$ cat src/rtl/core/mbss_pkg.sv
package mbss_pkg;

    localparam int DATA_W      = 8;
    localparam int ADDR_W      = 32;
    localparam int CFG_DATA_W  = 64;
    localparam int CFG_INDEX_W = 3;
    localparam int WILD_W      = 16;
    localparam int LEN_REG_W   = 5;

    // Register indexes on the configuration port.
    typedef enum logic [CFG_INDEX_W-1:0] {
        CFG_SIGNATURE_LOW    = 3'd0,
        CFG_SIGNATURE_HIGH   = 3'd1,
        CFG_WILDCARD_BITS    = 3'd2,
        CFG_SIGNATURE_LENGTH = 3'd3,
        CFG_REGION_BASE      = 3'd4
    } cfg_reg_e;

    localparam logic [LEN_REG_W-1:0] SIG_LEN_RESET = 5'd1;

    typedef struct packed {
        logic [CFG_DATA_W-1:0] signature_low;
        logic [CFG_DATA_W-1:0] signature_high;
        logic [WILD_W-1:0]     wildcard_bits;
        logic [LEN_REG_W-1:0]  signature_length;
        logic [ADDR_W-1:0]     region_base;
    } cfg_t;

    // Outcome of one region, handed from the scan stage to the result stage.
    typedef struct packed {
        logic              found;
        logic [ADDR_W-1:0] offset;
    } region_done_t;

endpackage

$ cat src/rtl/core/mbss_if.sv
interface mbss_in_if;
    import mbss_pkg::*;

    logic              valid;
    logic              ready;
    logic [DATA_W-1:0] data_byte;
    logic              region_end;

    modport source (output valid, output data_byte, output region_end, input ready);
    modport sink (input valid, input data_byte, input region_end, output ready);
endinterface

interface mbss_out_if;
    import mbss_pkg::*;

    logic              valid;
    logic              ready;
    logic              found;
    logic [ADDR_W-1:0] match_address;

    modport source (output valid, output found, output match_address, input ready);
    modport sink (input valid, input found, input match_address, output ready);
endinterface

$ cat src/rtl/core/mbss_cfg.sv
module mbss_cfg
(
    input  logic                                clk,
    input  logic                                rst_n,
    input  logic                                cfg_wr_en,
    input  logic [mbss_pkg::CFG_INDEX_W-1:0]    cfg_index,
    input  logic [mbss_pkg::CFG_DATA_W-1:0]     cfg_data,
    output mbss_pkg::cfg_t                      cfg
);
    import mbss_pkg::*;

    cfg_t cfg_reg;

    always_ff @(posedge clk or negedge rst_n)
    begin
        if (!rst_n)
        begin
            cfg_reg.signature_low    <= '0;
            cfg_reg.signature_high   <= '0;
            cfg_reg.wildcard_bits    <= '0;
            cfg_reg.signature_length <= SIG_LEN_RESET;
            cfg_reg.region_base      <= '0;
        end
        else if (cfg_wr_en)
        begin
            unique case (cfg_reg_e'(cfg_index))
                CFG_SIGNATURE_LOW:    cfg_reg.signature_low    <= cfg_data;
                CFG_SIGNATURE_HIGH:   cfg_reg.signature_high   <= cfg_data;
                CFG_WILDCARD_BITS:    cfg_reg.wildcard_bits    <= cfg_data[WILD_W-1:0];
                CFG_SIGNATURE_LENGTH: cfg_reg.signature_length <= cfg_data[LEN_REG_W-1:0];
                CFG_REGION_BASE:      cfg_reg.region_base      <= cfg_data[ADDR_W-1:0];
                default: ;
            endcase
        end
    end

    assign cfg = cfg_reg;

endmodule

$ cat src/rtl/core/mbss_scan.sv
module mbss_scan
#(
    parameter int MaxBytes = 16
)
(
    input  logic                    clk,
    input  logic                    rst_n,
    input  mbss_pkg::cfg_t          cfg,
    mbss_in_if.sink                 data_in,
    output logic                    done_valid,
    input  logic                    done_ready,
    output mbss_pkg::region_done_t  done
);
    import mbss_pkg::*;

    localparam int LenW = $clog2(MaxBytes + 1);
    localparam int IdxW = (MaxBytes > 1) ? $clog2(MaxBytes) : 1;

    // Input register.
    logic              in_valid_reg;
    logic              in_valid_next;
    logic [DATA_W-1:0] byte_reg;
    logic              last_reg;

    // Scan state.
    logic [MaxBytes-1:0][DATA_W-1:0] window_reg;
    logic [MaxBytes-1:0][DATA_W-1:0] window_next;
    logic [ADDR_W-1:0] bytes_seen_reg;
    logic [ADDR_W-1:0] bytes_seen_next;
    logic              have_match_reg;
    logic              have_match_next;
    logic [ADDR_W-1:0] first_offset_reg;
    logic [ADDR_W-1:0] first_offset_next;

    // Region outcome register.
    logic              done_valid_reg;
    logic              done_valid_next;
    region_done_t      done_reg;
    region_done_t      done_next;

    logic              take;
    logic              saturated;
    logic [ADDR_W-1:0] count_inc;
    logic [LenW-1:0]   len;
    logic              window_ok;
    logic              hit;
    logic [ADDR_W-1:0] hit_offset;
    logic [2*CFG_DATA_W-1:0] signature;
    logic [LenW-1:0]   pos;

    // A final byte may only move on when the outcome register has room.
    assign take = in_valid_reg && (!last_reg || !done_valid_reg || done_ready);
    assign data_in.ready = !in_valid_reg || take;

    always_comb
    begin
        if (cfg.signature_length == '0)
        begin
            len = LenW'(1);
        end
        else if (cfg.signature_length > LEN_REG_W'(MaxBytes))
        begin
            len = LenW'(MaxBytes);
        end
        else
        begin
            len = LenW'(cfg.signature_length);
        end
    end

    always_comb
    begin
        window_next[0] = byte_reg;
        for (int i = 1; i < MaxBytes; i++)
        begin
            window_next[i] = window_reg[i-1];
        end
    end

    assign signature = {cfg.signature_high, cfg.signature_low};

    // Signature byte k lines up with window entry len-1-k, entry 0 being newest.
    always_comb
    begin
        window_ok = 1'b1;
        pos = '0;
        for (int k = 0; k < MaxBytes; k++)
        begin
            pos = len - LenW'(1) - LenW'(k);
            if (LenW'(k) < len && !cfg.wildcard_bits[k])
            begin
                if (window_next[pos[IdxW-1:0]] != signature[8*k +: 8])
                begin
                    window_ok = 1'b0;
                end
            end
        end
    end

    assign saturated  = &bytes_seen_reg;
    assign count_inc  = bytes_seen_reg + ADDR_W'(1);
    assign hit        = !saturated && !have_match_reg && (count_inc >= ADDR_W'(len))
                        && window_ok;
    assign hit_offset = count_inc - ADDR_W'(len);

    always_comb
    begin
        in_valid_next     = in_valid_reg;
        bytes_seen_next   = bytes_seen_reg;
        have_match_next   = have_match_reg;
        first_offset_next = first_offset_reg;
        done_valid_next   = done_valid_reg && !done_ready;
        done_next         = done_reg;

        if (data_in.valid && data_in.ready)
        begin
            in_valid_next = 1'b1;
        end
        else if (take)
        begin
            in_valid_next = 1'b0;
        end

        if (take)
        begin
            if (last_reg)
            begin
                done_valid_next   = 1'b1;
                done_next.found   = have_match_reg || hit;
                done_next.offset  = hit ? hit_offset : first_offset_reg;
                bytes_seen_next   = '0;
                have_match_next   = 1'b0;
                first_offset_next = '0;
            end
            else
            begin
                if (!saturated)
                begin
                    bytes_seen_next = count_inc;
                end
                if (hit)
                begin
                    have_match_next   = 1'b1;
                    first_offset_next = hit_offset;
                end
            end
        end
    end

    always_ff @(posedge clk or negedge rst_n)
    begin
        if (!rst_n)
        begin
            in_valid_reg     <= 1'b0;
            bytes_seen_reg   <= '0;
            have_match_reg   <= 1'b0;
            first_offset_reg <= '0;
            done_valid_reg   <= 1'b0;
        end
        else
        begin
            in_valid_reg     <= in_valid_next;
            bytes_seen_reg   <= bytes_seen_next;
            have_match_reg   <= have_match_next;
            first_offset_reg <= first_offset_next;
            done_valid_reg   <= done_valid_next;
        end
    end

    // Window entries are compared only after len bytes of the current region
    // have arrived, so stale contents never reach a decision.
    always_ff @(posedge clk)
    begin
        if (data_in.valid && data_in.ready)
        begin
            byte_reg <= data_in.data_byte;
            last_reg <= data_in.region_end;
        end
        if (take)
        begin
            window_reg <= window_next;
        end
        done_reg <= done_next;
    end

    assign done_valid = done_valid_reg;
    assign done       = done_reg;

    a_last_loads_done: assert property (@(posedge clk) disable iff (!rst_n)
        take && last_reg |=> done_valid_reg)
        else $error("final byte did not produce a region outcome");

    a_last_clears_scan: assert property (@(posedge clk) disable iff (!rst_n)
        take && last_reg |=> bytes_seen_reg == '0 && !have_match_reg)
        else $error("scan state not cleared after final byte");

    a_match_sticky: assert property (@(posedge clk) disable iff (!rst_n)
        $fell(have_match_reg) |-> $past(take && last_reg))
        else $error("match flag dropped inside a region");

    a_offset_in_range: assert property (@(posedge clk) disable iff (!rst_n)
        have_match_reg |-> first_offset_reg < bytes_seen_reg)
        else $error("match offset beyond bytes seen");

    a_count_only_on_take: assert property (@(posedge clk) disable iff (!rst_n)
        !take |=> $stable(bytes_seen_reg))
        else $error("byte count moved without a word");

endmodule

$ cat src/rtl/core/mbss_result.sv
module mbss_result
(
    input  logic                    clk,
    input  logic                    rst_n,
    input  logic [mbss_pkg::ADDR_W-1:0] region_base,
    input  logic                    done_valid,
    output logic                    done_ready,
    input  mbss_pkg::region_done_t  done,
    mbss_out_if.source              result_out
);
    import mbss_pkg::*;

    logic              out_valid_reg;
    logic              out_valid_next;
    logic              found_reg;
    logic [ADDR_W-1:0] address_reg;
    logic [ADDR_W-1:0] address_next;

    assign done_ready = !out_valid_reg || result_out.ready;

    always_comb
    begin
        out_valid_next = out_valid_reg && !result_out.ready;
        if (done_valid && done_ready)
        begin
            out_valid_next = 1'b1;
        end
    end

    // The address is reported as zero when the region held no match.
    assign address_next = done.found ? (region_base + done.offset) : '0;

    always_ff @(posedge clk or negedge rst_n)
    begin
        if (!rst_n)
        begin
            out_valid_reg <= 1'b0;
        end
        else
        begin
            out_valid_reg <= out_valid_next;
        end
    end

    always_ff @(posedge clk)
    begin
        if (done_valid && done_ready)
        begin
            found_reg   <= done.found;
            address_reg <= address_next;
        end
    end

    assign result_out.valid         = out_valid_reg;
    assign result_out.found         = found_reg;
    assign result_out.match_address = address_reg;

endmodule

$ cat src/rtl/core/masked_byte_signature_scan_unit.sv
// Scans a memory region streamed one byte per word on scan_data and reports
// the first place where a signature of up to MAX_SIGNATURE_BYTES bytes
// matches, with per-byte wildcards; only matches lying wholly inside the
// region count. One byte is taken every cycle, and nothing but the result
// channel's ready can stall the input. The word that carries region_end
// yields one result word on scan_result: found, and region_base plus the
// first match offset (zero when not found). A byte passes an input
// register, then the window shift and parallel masked compare, then an
// outcome register, and finally the base addition into the
// output register. Write the configuration registers only while no region
// is in flight.
module masked_byte_signature_scan_unit
#(
    parameter int MAX_SIGNATURE_BYTES = 16
)
(
    input  logic                                clk,
    input  logic                                rst_n,
    input  logic                                cfg_wr_en,
    input  logic [mbss_pkg::CFG_INDEX_W-1:0]    cfg_index,
    input  logic [mbss_pkg::CFG_DATA_W-1:0]     cfg_data,
    mbss_in_if.sink                             scan_data,
    mbss_out_if.source                          scan_result
);
    import mbss_pkg::*;

    cfg_t         cfg;
    logic         done_valid;
    logic         done_ready;
    region_done_t done;

    mbss_cfg u_cfg
    (
        .clk       (clk),
        .rst_n     (rst_n),
        .cfg_wr_en (cfg_wr_en),
        .cfg_index (cfg_index),
        .cfg_data  (cfg_data),
        .cfg       (cfg)
    );

    mbss_scan
    #(
        .MaxBytes (MAX_SIGNATURE_BYTES)
    )
    u_scan
    (
        .clk        (clk),
        .rst_n      (rst_n),
        .cfg        (cfg),
        .data_in    (scan_data),
        .done_valid (done_valid),
        .done_ready (done_ready),
        .done       (done)
    );

    mbss_result u_result
    (
        .clk         (clk),
        .rst_n       (rst_n),
        .region_base (cfg.region_base),
        .done_valid  (done_valid),
        .done_ready  (done_ready),
        .done        (done),
        .result_out  (scan_result)
    );

endmodule
$ cat src/flat_wrapper.sv
// flat-port wrapper written by rule: the top's interface ports become plain ports
module masked_byte_signature_scan_unit_flat import mbss_pkg::*;
#(
    parameter int MAX_SIGNATURE_BYTES = 16
)
  (clk, rst_n, cfg_wr_en, cfg_index, cfg_data, scan_data_valid, scan_data_data_byte, scan_data_region_end, scan_data_ready, scan_result_valid, scan_result_found, scan_result_match_address, scan_result_ready);
  mbss_in_if scan_data_i ();
  mbss_out_if scan_result_i ();
  input  logic clk;
  input  logic rst_n;
  input  logic cfg_wr_en;
  input  logic [mbss_pkg::CFG_INDEX_W-1:0] cfg_index;
  input  logic [mbss_pkg::CFG_DATA_W-1:0] cfg_data;
  input wire logic [$bits(scan_data_i.valid)-1:0] scan_data_valid;
  input wire logic [$bits(scan_data_i.data_byte)-1:0] scan_data_data_byte;
  input wire logic [$bits(scan_data_i.region_end)-1:0] scan_data_region_end;
  output wire logic [$bits(scan_data_i.ready)-1:0] scan_data_ready;
  output wire logic [$bits(scan_result_i.valid)-1:0] scan_result_valid;
  output wire logic [$bits(scan_result_i.found)-1:0] scan_result_found;
  output wire logic [$bits(scan_result_i.match_address)-1:0] scan_result_match_address;
  input wire logic [$bits(scan_result_i.ready)-1:0] scan_result_ready;
  assign scan_data_i.valid = scan_data_valid;
  assign scan_data_i.data_byte = scan_data_data_byte;
  assign scan_data_i.region_end = scan_data_region_end;
  assign scan_data_ready = scan_data_i.ready;
  assign scan_result_valid = scan_result_i.valid;
  assign scan_result_found = scan_result_i.found;
  assign scan_result_match_address = scan_result_i.match_address;
  assign scan_result_i.ready = scan_result_ready;
  masked_byte_signature_scan_unit #(.MAX_SIGNATURE_BYTES(MAX_SIGNATURE_BYTES)) u_core (.clk(clk), .rst_n(rst_n), .cfg_wr_en(cfg_wr_en), .cfg_index(cfg_index), .cfg_data(cfg_data), .scan_data(scan_data_i), .scan_result(scan_result_i));
endmodule
$ cat config.mk
export PLATFORM = sky130hd
export DESIGN_NAME = masked_byte_signature_scan_unit_flat
export DESIGN_NICKNAME = d
export VERILOG_FILES = /design/src/rtl/core/mbss_pkg.sv /design/src/rtl/core/mbss_if.sv /design/src/rtl/core/mbss_cfg.sv /design/src/rtl/core/mbss_scan.sv /design/src/rtl/core/mbss_result.sv /design/src/rtl/core/masked_byte_signature_scan_unit.sv /design/src/flat_wrapper.sv
export SDC_FILE = /design/constraint.sdc
export NUM_CORES = 1
export LEC_CHECK = 0
export BUFFER_PORTS_ARGS = -buffer_cell sky130_fd_sc_hd__buf_2
export CAP_MARGIN = 25
export CORE_ASPECT_RATIO = 1.1
export CORE_MARGIN = 1.5
export CORE_UTILIZATION = 57
export DETAILED_ROUTE_END_ITERATION = 8
export HOLD_SLACK_MARGIN = 0.03
export PLACE_DENSITY = 0.77
export SLEW_MARGIN = 20
export SYNTH_ARGS = -nofsm -noshare
export SYNTH_HDL_FRONTEND = slang
export SYNTH_SLANG_ARGS = --single-unit
export TNS_END_PERCENT = 100
$ cat constraint.sdc
create_clock -name clk -period 7.7 [get_ports clk]
set_clock_uncertainty 0.05 [all_clocks]
set_input_delay 1.54 -clock clk [delete_from_list [all_inputs] [get_ports clk]]
set_output_delay 1.54 -clock clk [all_outputs]
set_load 0.05 [all_outputs]
# --- Word-level counts from Yosys, hierarchy flattened ---
# Index checks and enable logic that the tools add are counted.
op_classes:
  add_sub_neg: 19
  multipliers: 0
  div: 0
  magnitude_cmp: 34
  eq_ne: 21
  n_shift: 0
  muxes: 77
  bitwise_logic: 0
  n_reduce_logical: 66
ops:
  columns: ["operator", "count"]
  rows:
  - ["$bmux 8 s4", 16]
  - ["$mux 32", 4]
  - ["$mux 8", 16]
  - ["$ne 8x8->1", 16]
  - ["$lt 4x5->1 const B", 16]
  - ["$lt 4x5->1 const A", 8]
  - ["$mux 1", 39]
  - ["$add 32x1->32 const B", 1]
  - ["$add 32x32->32", 1]
  - ["$ge 32x5->1", 1]
  - ["$reduce_and 32->1", 1]
  - ["$sub 32x5->32", 1]
  - ["$sub 4x4->4 const B", 8]
  - ["$logic_and 1x1->1", 24]
  - ["$logic_not 1->1", 24]
  - ["$lt 3x5->1 const A", 4]
  - ["$reduce_and 2->1", 8]
  - ["$sub 4x3->4 const B", 4]
  - ["$lt 1x5->1 const A", 2]
  - ["$lt 2x5->1 const A", 2]
  - ["$mux 5", 2]
  - ["$sub 4x1->4 const B", 2]
  - ["$sub 4x2->4 const B", 2]
  - ["$eq 3x2->1 const B", 2]
  - ["other kinds (8)", 13]
totals:
  regBits: 444
  latch_bits: 0
  ram_bits: 0
  mem_bits_ro: 0
  in_bits: 81
  out_inout_bits: 35
  wordCells: 249
  mem_count: 0

# --- Depth between registers and ports, before layout ---
# Gate-level depths: netlist of run 1.
depth:
  ltp_word: 42
  ltp_mapped: 28
  ltp_nobuf: 18

# --- Modules after synthesis ---
# A second synthesis of run 1 with hierarchy kept.
hier_totals:
  hier_cells: 2602
  area_unflattened_um2: 29270.6
by_module_without_submodules:
  columns: ["mod", "instances", "cells_per_inst", "area_each_um2", "seq_area_each_um2"]
  rows:
  - ["mbss_scan", 1, 1865, 18806.8, 6541.3]
  - ["mbss_cfg", 1, 387, 7387.1, 4530.6]
  - ["mbss_result", 1, 350, 3076.7, 1016.0]

# --- Least setup slack after synthesis of run 1 ---
# No wires, ideal clock.
synth_timing:
  path_type: "reg-to-reg"
  start: "register u_core.u_cfg.cfg_reg (netlist bit u_core.u_cfg.cfg[33])"
  end: "register u_core.u_scan.done_reg (netlist bit u_core.u_scan.done[18]) (data pin)"
  arrival_ns: 6.890
  required_ns: 7.388
  slack_ns: 0.498
  stages_incl_launch_ff: 26
  n_path_buf: 9
  cell_sequence: "dfrtp_1 buf_2 or4_4 nand2_2 inv_2 buf_4 buf_2 buf_2 buf_2 ha_1 xnor2_1 inv_2 clkbuf_1 ha_1 xnor2_1 buf_2 mux4_2 xnor2_1 nand4_1 o21ai_0 o311ai_1 nor4_4 and2_1 buf_4 buf_6 mux2_1"
synth_between:
  elab_chain_len: 41
  word_cells_on_any_way: 137
synth_rtl:
  columns: ["item", "line_no", "text"]
  rows:
  - ["start: declaration", "mbss_cfg.sv:12", "cfg_t cfg_reg;"]
  - ["$gt 5x5->1", "mbss_scan.sv:61", "else if (cfg.signature_length > LEN_REG_W'(MaxBytes))"]
  - ["$mux 5", "mbss_scan.sv:61", null]
  - ["$mux 5 (*)", "mbss_scan.sv:57", "if (cfg.signature_length == '0)"]
  - ["branches (longest 37 deep; another with $sub 4x1->4)", null, null]
  - ["$mux 32 (*)", null, null]
  - ["end signal: assignment", "mbss_scan.sv:183", "done_reg <= done_next;"]
  - ["end: declaration", "mbss_scan.sv:38", "region_done_t done_reg;"]
# Mark *: on every way between the ends. The select of a mux whose other input is x is not followed.
# A chain may end at the register's enable or synchronous reset.

# --- Final worst setup path of run 1 ---
layout_timing:
  start: "register u_core.u_cfg.cfg_reg (netlist bit u_core.u_cfg.cfg[36])"
  end: "register u_core.u_scan.first_offset_reg[25]"
layout_between:
  elab_chain_len: 42
  word_cells_on_any_way: 138
layout_rtl:
  columns: ["item", "line_no", "text"]
  rows:
  - ["$gt 5x5->1", "mbss_scan.sv:61", null]
  - ["$mux 5", "mbss_scan.sv:61", null]
  - ["$mux 5 (*)", "mbss_scan.sv:57", null]
  - ["branches (longest 37 deep; another with $sub 4x1->4)", null, null]
  - ["$mux 32 (*)", "mbss_scan.sv:141", "if (hit)"]
  - ["$mux 32 (*)", "mbss_scan.sv:126", "if (last_reg)"]
  - ["end signal: assignment", "mbss_scan.sv:165", "first_offset_reg <= first_offset_next;"]
  - ["end: declaration", "mbss_scan.sv:32", "logic [ADDR_W-1:0] first_offset_reg;"]
# Marked as above.

==> flow_metrics.env, run 1 <==
export IMPL_worst_path_buf_inv=4
export IMPL_hold_depth=1
export IMPL_reg2reg_to="u_core.u_scan.first_offset_reg[25]"
export IMPL_outcome="completed"
export IMPL_die_x_um=215.1
export IMPL_worst_skew_pair_late_latency_ps=620
export IMPL_maxSlewHeadroom_pct=25.01
export IMPL_rows=85
export IMPL_syn_to_final_growth_pct=9.437
export IMPL_nNetsFinal=2631
export IMPL_maxCapViolCount=0
export IMPL_path_class="register to register"
export IMPL_crit_slowest_cell="or4_4"
export IMPL_layout_drive_gt1_share_pct=22.13
export IMPL_synthFlopType="dfrtp_1"
export IMPL_critPathTopFamily="simple AND/OR/NAND/NOR gates"
export IMPL_place_inst=3098
export IMPL_path_max_fanout=45
export IMPL_vias=21531
export IMPL_diodes=0
export IMPL_whs_ps=444.9
export IMPL_start_util_pct=57.67
export IMPL_rsz0062_at_grt="false"
export IMPL_final_cells=3192
export IMPL_peakVddDrop_mv=0.2148
export IMPL_synth_area_um2=28210
export IMPL_grt_pass1_wl_um=125300
export IMPL_fillerInstances=3770
export IMPL_viasPerCell=6.745
export IMPL_h_tree_depth=2
export IMPL_root_buffer="clkbuf_16"
export IMPL_drc=0
export IMPL_fin_crit_sh_pct=94.18
export IMPL_drv_slew=0
export IMPL_max_freq_mhz=137.9
export IMPL_holdPathEnd="u_core.u_scan.first_offset_reg[31]"
export IMPL_ctsHoldBuffers=0
export IMPL_drt_iter0_markers=2945
export IMPL_postSynthCellCount=2452
export IMPL_track_usage_pct=32.15
export IMPL_r2r_start="u_core.u_cfg.cfg[36]"
export IMPL_synthArstFlopShare_pct=56.08
export IMPL_leakage_nw=12.36
export IMPL_clk_pin_slew_ps=60
export IMPL_first_global_vias=20744
export IMPL_synth_area_per_cell_um2=11.51
export IMPL_die_area_um2=50840
export IMPL_cts_sinks=444
export IMPL_hold_class="register to register"
export IMPL_largest_register_ffs=181
export IMPL_cp_arrival_ps=7680
export IMPL_design_core_area_um2=48920
export IMPL_syn_nets=2583
export IMPL_cts_buffers=49
export IMPL_ys_ff_latch=444
export IMPL_setup_tns_ps=0
export IMPL_worst_pin_slew_ps=1125
export IMPL_io_buffers=115
export IMPL_drt_wl_total_um=82040
export IMPL_cp_cell_sequence="or4_4 -> nand2_4 -> inv_4 -> ha_1 -> xnor2_2 -> buf_4 -> inv_2 -> ha_1 -> a31oi_1 -> or2_2 -> nand3_1 -> nand2_4 -> mux4_2 -> xor2_1 -> nor4_1 -> a41oi_1 -> nor4_4 -> buf_4 -> nand3_1 -> a32o_1"
export IMPL_gp_congestion=1.026
export IMPL_synth_edff_count=195
export IMPL_min_from="u_core.u_scan.first_offset_reg[31]"
export IMPL_ios=116
export IMPL_p_per_area_nw_per_um2=355.6
export IMPL_hold_violations=0
export IMPL_startpoint_type="register"
export IMPL_post_drt_wl_per_cell_um=25.70
export IMPL_crit_required_ps=8130
export IMPL_rrSetupSlack_ps=450
export IMPL_clock_path_buffers=3
export IMPL_cpPeakStageDelay_ps=650
export IMPL_ys_seq_area_share_pct=42.84
export IMPL_antenna_found_initial=4
export IMPL_worstRegToRegCells=20
export IMPL_first_pass_iters=6
export IMPL_synth_distinct_cells=74
export IMPL_cts_tree="done"
export IMPL_finalSetupViolations=0
export IMPL_grt_start_max_net_pins=138
export IMPL_yosysWarnings=0
export IMPL_timing_final_crit_period_ps=7252
export IMPL_grt_overflow_total=0
export IMPL_dieHeight_um=236.3
export IMPL_fin_util_pct=63.12
export IMPL_hpwl_um=59240
export IMPL_cp_end_kind="register"
export IMPL_ant_nets=0
power breakdown:
group	internal (mW)	switching, mW	total, mW
Sequential	2.85	0.310	3.16
Clock	1.27	0.996	2.27
Combinational	2.40	3.16	5.56
layout by cell type, fill, tap and decap left out, types with 9 or more instances in the layout:
cell type  instances
clkinv_1           9
mux2i_1          195
clkbuf_1          15
a21oi_1           51
a2bb2oi_1         19
dfrtp_1          248
and3_1            64
and2_1            19
a211oi_1          53
a31oi_1           39
nor2b_1           26
ha_1              48
buf_4             35
o22ai_1           32
clkbuf_16         50
o211ai_1          28
nor2_1            97
mux4_2           124
o21ai_0           93
xor2_1            78
nor3_1            36
xnor2_1          109
and4_1             9
a21o_1            24
mux2_2           182
mux2_1            25
nand2_1          214
nand4_1           49
buf_2            114
nor4_1            22
nand3_1           37
edfxtp_1         195
inv_1             38
a32o_1            13
worst register-to-register path, cell delays in order (launching register included):
cell and delay [ps]:
dfrtp_1 570, or4_4 660, nand2_4 100, inv_4 30, ha_1 200, xnor2_2 240, buf_4 340, inv_2 290
ha_1 340, a31oi_1 300, or2_2 190, nand3_1 400, nand2_4 430, mux4_2 570, xor2_1 160, nor4_1 360
a41oi_1 250, nor4_4 350, buf_4 500, nand3_1 420, a32o_1 390
routing by layer:
layer  wire length [um]  global-route usage, %  vias up
li1                   -                      -     9404
met1              33680                  45.69    10811
met2              35870                  46.56     1146
met3               8600                  8.253      168
met4               3867                  14.26        2
met5                 17                      0        -
how the worst max path moves through the flow:
| stage | slack, ps | cells after the start | from | end |
|---|---|---|---|---|
| 6_report | 450 | 20 | u_core.u_cfg.cfg[36] | u_core.u_scan.first_offset_reg[25] |
| 5_1_grt | 80 | 19 | u_core.u_cfg.cfg[36] | u_core.u_scan.first_offset_reg[25] |
| 4_1_cts | 530 | 20 | u_core.u_cfg.cfg[36] | u_core.u_scan.first_offset_reg[25] |
| 3_5_place_dp | 560 | 19 | u_core.u_cfg.cfg[36] | u_core.u_scan.first_offset_reg[25] |
| 3_3_place_gp | 790 | 20 | u_core.u_cfg.cfg[36] | u_core.u_scan.first_offset_reg[25] |
| 2_1_floorplan | 500 | 25 | u_core.u_cfg.cfg[33] | u_core.u_scan.done[18] |
kinds of logic after synthesis:
logic type | count (synthesis) | synth area share [%]
buf+inv | 202 | 3.029
flops | 444 | 42.84
compound gates | 419 | 9.889
mux | 526 | 25.08
fa+ha+maj | 50 | 2.271
simple gates | 620 | 10.96
xor+xnor | 191 | 5.929
stage by stage:
step	worst slack [ps]	power, mW	area [um^2]
final	448.3	10.98	30880
after global routing	83.39	11.45	30880
after CTS	529.8	10.87	30850
after detailed placement	561.6	8.592	29320
after global placement	787.6	8.428	29310
after floorplan	497.7	7.095	28210
synthesized netlist by cell type (all sizes together), types with 3 or more instances:
master	instances	share of area (%)
or4	4	0.12
a31oi	39	0.86
a21oi	52	0.92
nand2b	10	0.22
nand4	49	1.1
edfxtp	195	21
o311ai	3	0.093
a21o	24	0.64
and4	9	0.28
o31ai	8	0.21
or4b	3	0.11
a211o	4	0.12
buf	49	0.99
nor2b	27	0.60
nor2	99	1.3
clkbuf	109	1.5
mux2i	195	6.9
nand3	37	0.66
nand2	216	2.9
and2	19	0.42
a211oi	53	1.4
o211a	6	0.21
ha	48	2.1
o21bai	4	0.11
inv	42	0.56
o21ai	99	1.8
o22ai	32	0.71
or2	8	0.18
o21a	8	0.21
mux4	124	9.9
a21boi	8	0.21
a22o	3	0.093
xor2	78	2.4
nor3	37	0.66
nor3b	3	0.080
and3	64	1.4
dfrtp	248	22
a2bb2oi	19	0.59
or3	6	0.13
a221oi	3	0.093
a32o	13	0.46
mux2	207	8.3
nor4	24	0.64
o211ai	28	0.75
xnor2	113	3.5
repair_timing:
action	in CTS	in global routing
gates resized for setup	0	1
endpoints found under the setup margin	0	4
buffers inserted	0	0
area by class of cell:
type | count | area (um^2) | share of cell area, %
clock buffer | 69 | 1363 | 4.413
timing repair buffer | 155 | 919.6 | 2.978
clock inverter | 22 | 162.7 | 0.5268
inverter | 44 | 172.7 | 0.5592
multi-input combinational | 1806 | 15360 | 49.73
sequential | 444 | 12090 | 39.15
tap | 652 | 815.8 | 2.642
(Power assumes the default switching activity.)
==> inputs of run 2 (changes only) <==
- ABC_CLOCK_PERIOD_IN_PS: unset -> 8200
- CORE_UTILIZATION: 57 -> 60
- PLACE_DENSITY: 0.77 -> 0.78
- clock period: 7.7 -> 8.2 ns (I/O delays scaled with it)
==> flow_metrics.env, run 2 (synthesis results as in run 1) <==
export IMPL_drt_wl_total_um=81130
export IMPL_cp_cell_sequence="or4_4 -> nand2_4 -> inv_4 -> ha_1 -> xnor2_2 -> buf_4 -> inv_2 -> ha_1 -> a31oi_1 -> or2_2 -> nand3_1 -> nand2_2 -> mux4_2 -> xor2_1 -> nor4_1 -> a41oi_1 -> nor4_4 -> buf_4 -> and2_1 -> buf_4 -> mux2_2"
export IMPL_critPathLaunch="u_core.u_cfg.cfg[36]"
export IMPL_ios=116
export IMPL_leakage_nw=12.46
export IMPL_ctsHoldBuffers=0
export IMPL_finalSetupViolations=0
export IMPL_timing_final_crit_period_ps=7621
export IMPL_drc=0
export IMPL_path_max_fanout=46
export IMPL_ant_nets=0
export IMPL_crit_required_ps=8510
export IMPL_r2r_start="u_core.u_cfg.cfg[36]"
export IMPL_diodes=0
export IMPL_rows=83
export IMPL_hold_depth=1
export IMPL_nNetsFinal=2628
export IMPL_die_area_um2=48340
export IMPL_first_global_vias=20290
export IMPL_crit_path_frequent_cell="buf_4"
export IMPL_place_inst=3038
export IMPL_startpoint_type="register"
export IMPL_p_total_mw=10.50
export IMPL_drv_slew=0
export IMPL_grt_start_max_net_pins=130
export IMPL_hold_violations=0
export IMPL_clock_path_buffers=3
export IMPL_cts_buffers=48
export IMPL_post_drt_wl_per_cell_um=25.90
export IMPL_grt_pass1_wl_um=123400
export IMPL_first_pass_iters=6
export IMPL_most_common_layout_cells="dfrtp_1 (248), nand2_1 (214), mux2i_1 (195), edfxtp_1 (195), mux2_2 (182)"
export IMPL_worst_pin_slew_ps=1061
export IMPL_cp_end_kind="register"
export IMPL_io_buffers=115
export IMPL_max_freq_mhz=131.2
export IMPL_fin_crit_sh_pct=92.94
export IMPL_vias=21419
export IMPL_cp_arrival_ps=7930
export IMPL_cpPeakStageDelay_ps=650
export IMPL_outcome="completed"
export IMPL_viasPerCell=6.839
export IMPL_placed_cell_area_um2=29230
export IMPL_drt_iter0_markers=2691
export IMPL_grt_overflow_total=0
export IMPL_largest_register_ffs=181
export IMPL_worst_skew_pair_late_latency_ps=620
export IMPL_cts_tree="done"
export IMPL_dieHeight_um=230.4
export IMPL_maxCapViolCount=0
export IMPL_cts_sinks=444
export IMPL_hpwl_um=58120
export IMPL_min_from="u_core.u_scan.first_offset_reg[27]"
export IMPL_layout_drive_gt1_share_pct=22.55
export IMPL_setup_tns_ps=0
export IMPL_root_buffer="clkbuf_16"
export IMPL_track_usage_pct=33.57
export IMPL_final_cells=3132
export IMPL_mostFrequentLayoutCell="dfrtp_1"
export IMPL_worstRegToRegCells=21
export IMPL_antenna_found_initial=2
export IMPL_peakVddDrop_mv=0.1955
export IMPL_p_per_area_nw_per_um2=338.9
export IMPL_syn_to_final_growth_pct=9.871
export IMPL_rsz0062_at_grt="false"
export IMPL_crit_slowest_cell="or4_4"
export IMPL_maxSlewHeadroom_pct=29.28
export IMPL_path_class="register to register"
export IMPL_finish_instance_area_um2=31000
export IMPL_clk_pin_slew_ps=60
export IMPL_die_x_um=209.8
export IMPL_hold_class="register to register"
export IMPL_design_core_area_um2=46520
export IMPL_h_tree_depth=2
export IMPL_gp_congestion=0.9700
export IMPL_start_util_pct=60.64
## run 2: layout make-up
| cell class | instances | area [um^2] |
|---|---|---|
| Clock buffer | 66 | 1413 |
| Clock inverter | 24 | 291.5 |
| Fill cell | 3461 | 15520 |
| Inverter | 44 | 172.7 |
| Multi-Input combinational cell | 1806 | 15360 |
| Sequential cell | 444 | 12090 |
| Tap cell | 595 | 744.5 |
| Timing Repair Buffer | 153 | 933.4 |
## run 2: critical path: cells and delay by family, from the launching register on
family / cells / cell delay (ps)
and+or+nand+nor: 8 / 2740
xor gates and xnor gates: 2 / 320
DFF: 1 / 580
muxes: 2 / 980
adders and majority gates: 2 / 530
AOI/OAI and AO/OA: 2 / 540
buffers and inverters: 5 / 1570
## run 2: metal layers
| layer | up-vias | global-route usage, % | share of wire [%] |
|---|---|---|---|
| li1 | 9408 | - | - |
| met1 | 10714 | 48.46 | 41 |
| met2 | 1142 | 50.22 | 45 |
| met3 | 151 | 6.788 | 10 |
| met4 | 4 | 12.93 | 3.8 |
| met5 | - | 0 | 0.033 |
## run 2: final timing paths
path,end,slack [ps]
min in group asynchronous,u_core.u_cfg.cfg[24],1030
min,u_core.u_scan.first_offset_reg[27],440
min reg2reg,u_core.u_scan.first_offset_reg[27],440
max reg2reg,u_core.u_scan.done[31],580
max,u_core.u_scan.done[31],580
max in group asynchronous,u_core.u_cfg.cfg[146],5780
## run 2: power by group
part           leakage, nW  switching [mW]  internal (mW)
clock network        0.833           0.956           1.38
logic                 6.69            2.96           2.24
registers             4.94           0.296           2.67
total                 12.5            4.21           6.29
## run 2: stage by stage
| step | worst slack [ps] | util [%] | hold slack (ps) |
|---|---|---|---|
| 3_3_place_gp | 801.7 | 62.79 | 420.4 |
| 4_1_cts | 475.6 | 66.48 | 443.4 |
| 2_1_floorplan | 997.7 | - | 408.7 |
| 6_report | 579.1 | 66.63 | 442.3 |
| 5_1_grt | 340.4 | 66.63 | 465.1 |
| 3_5_place_dp | 504.5 | 62.82 | 429.8 |
## run 2: timing repair
item / in CTS / in global routing
endpoints found under the setup margin: 0 / 2
hold endpoints to repair: 0 / 0
gates resized for setup: 0 / 1
buffers inserted: 0 / 0
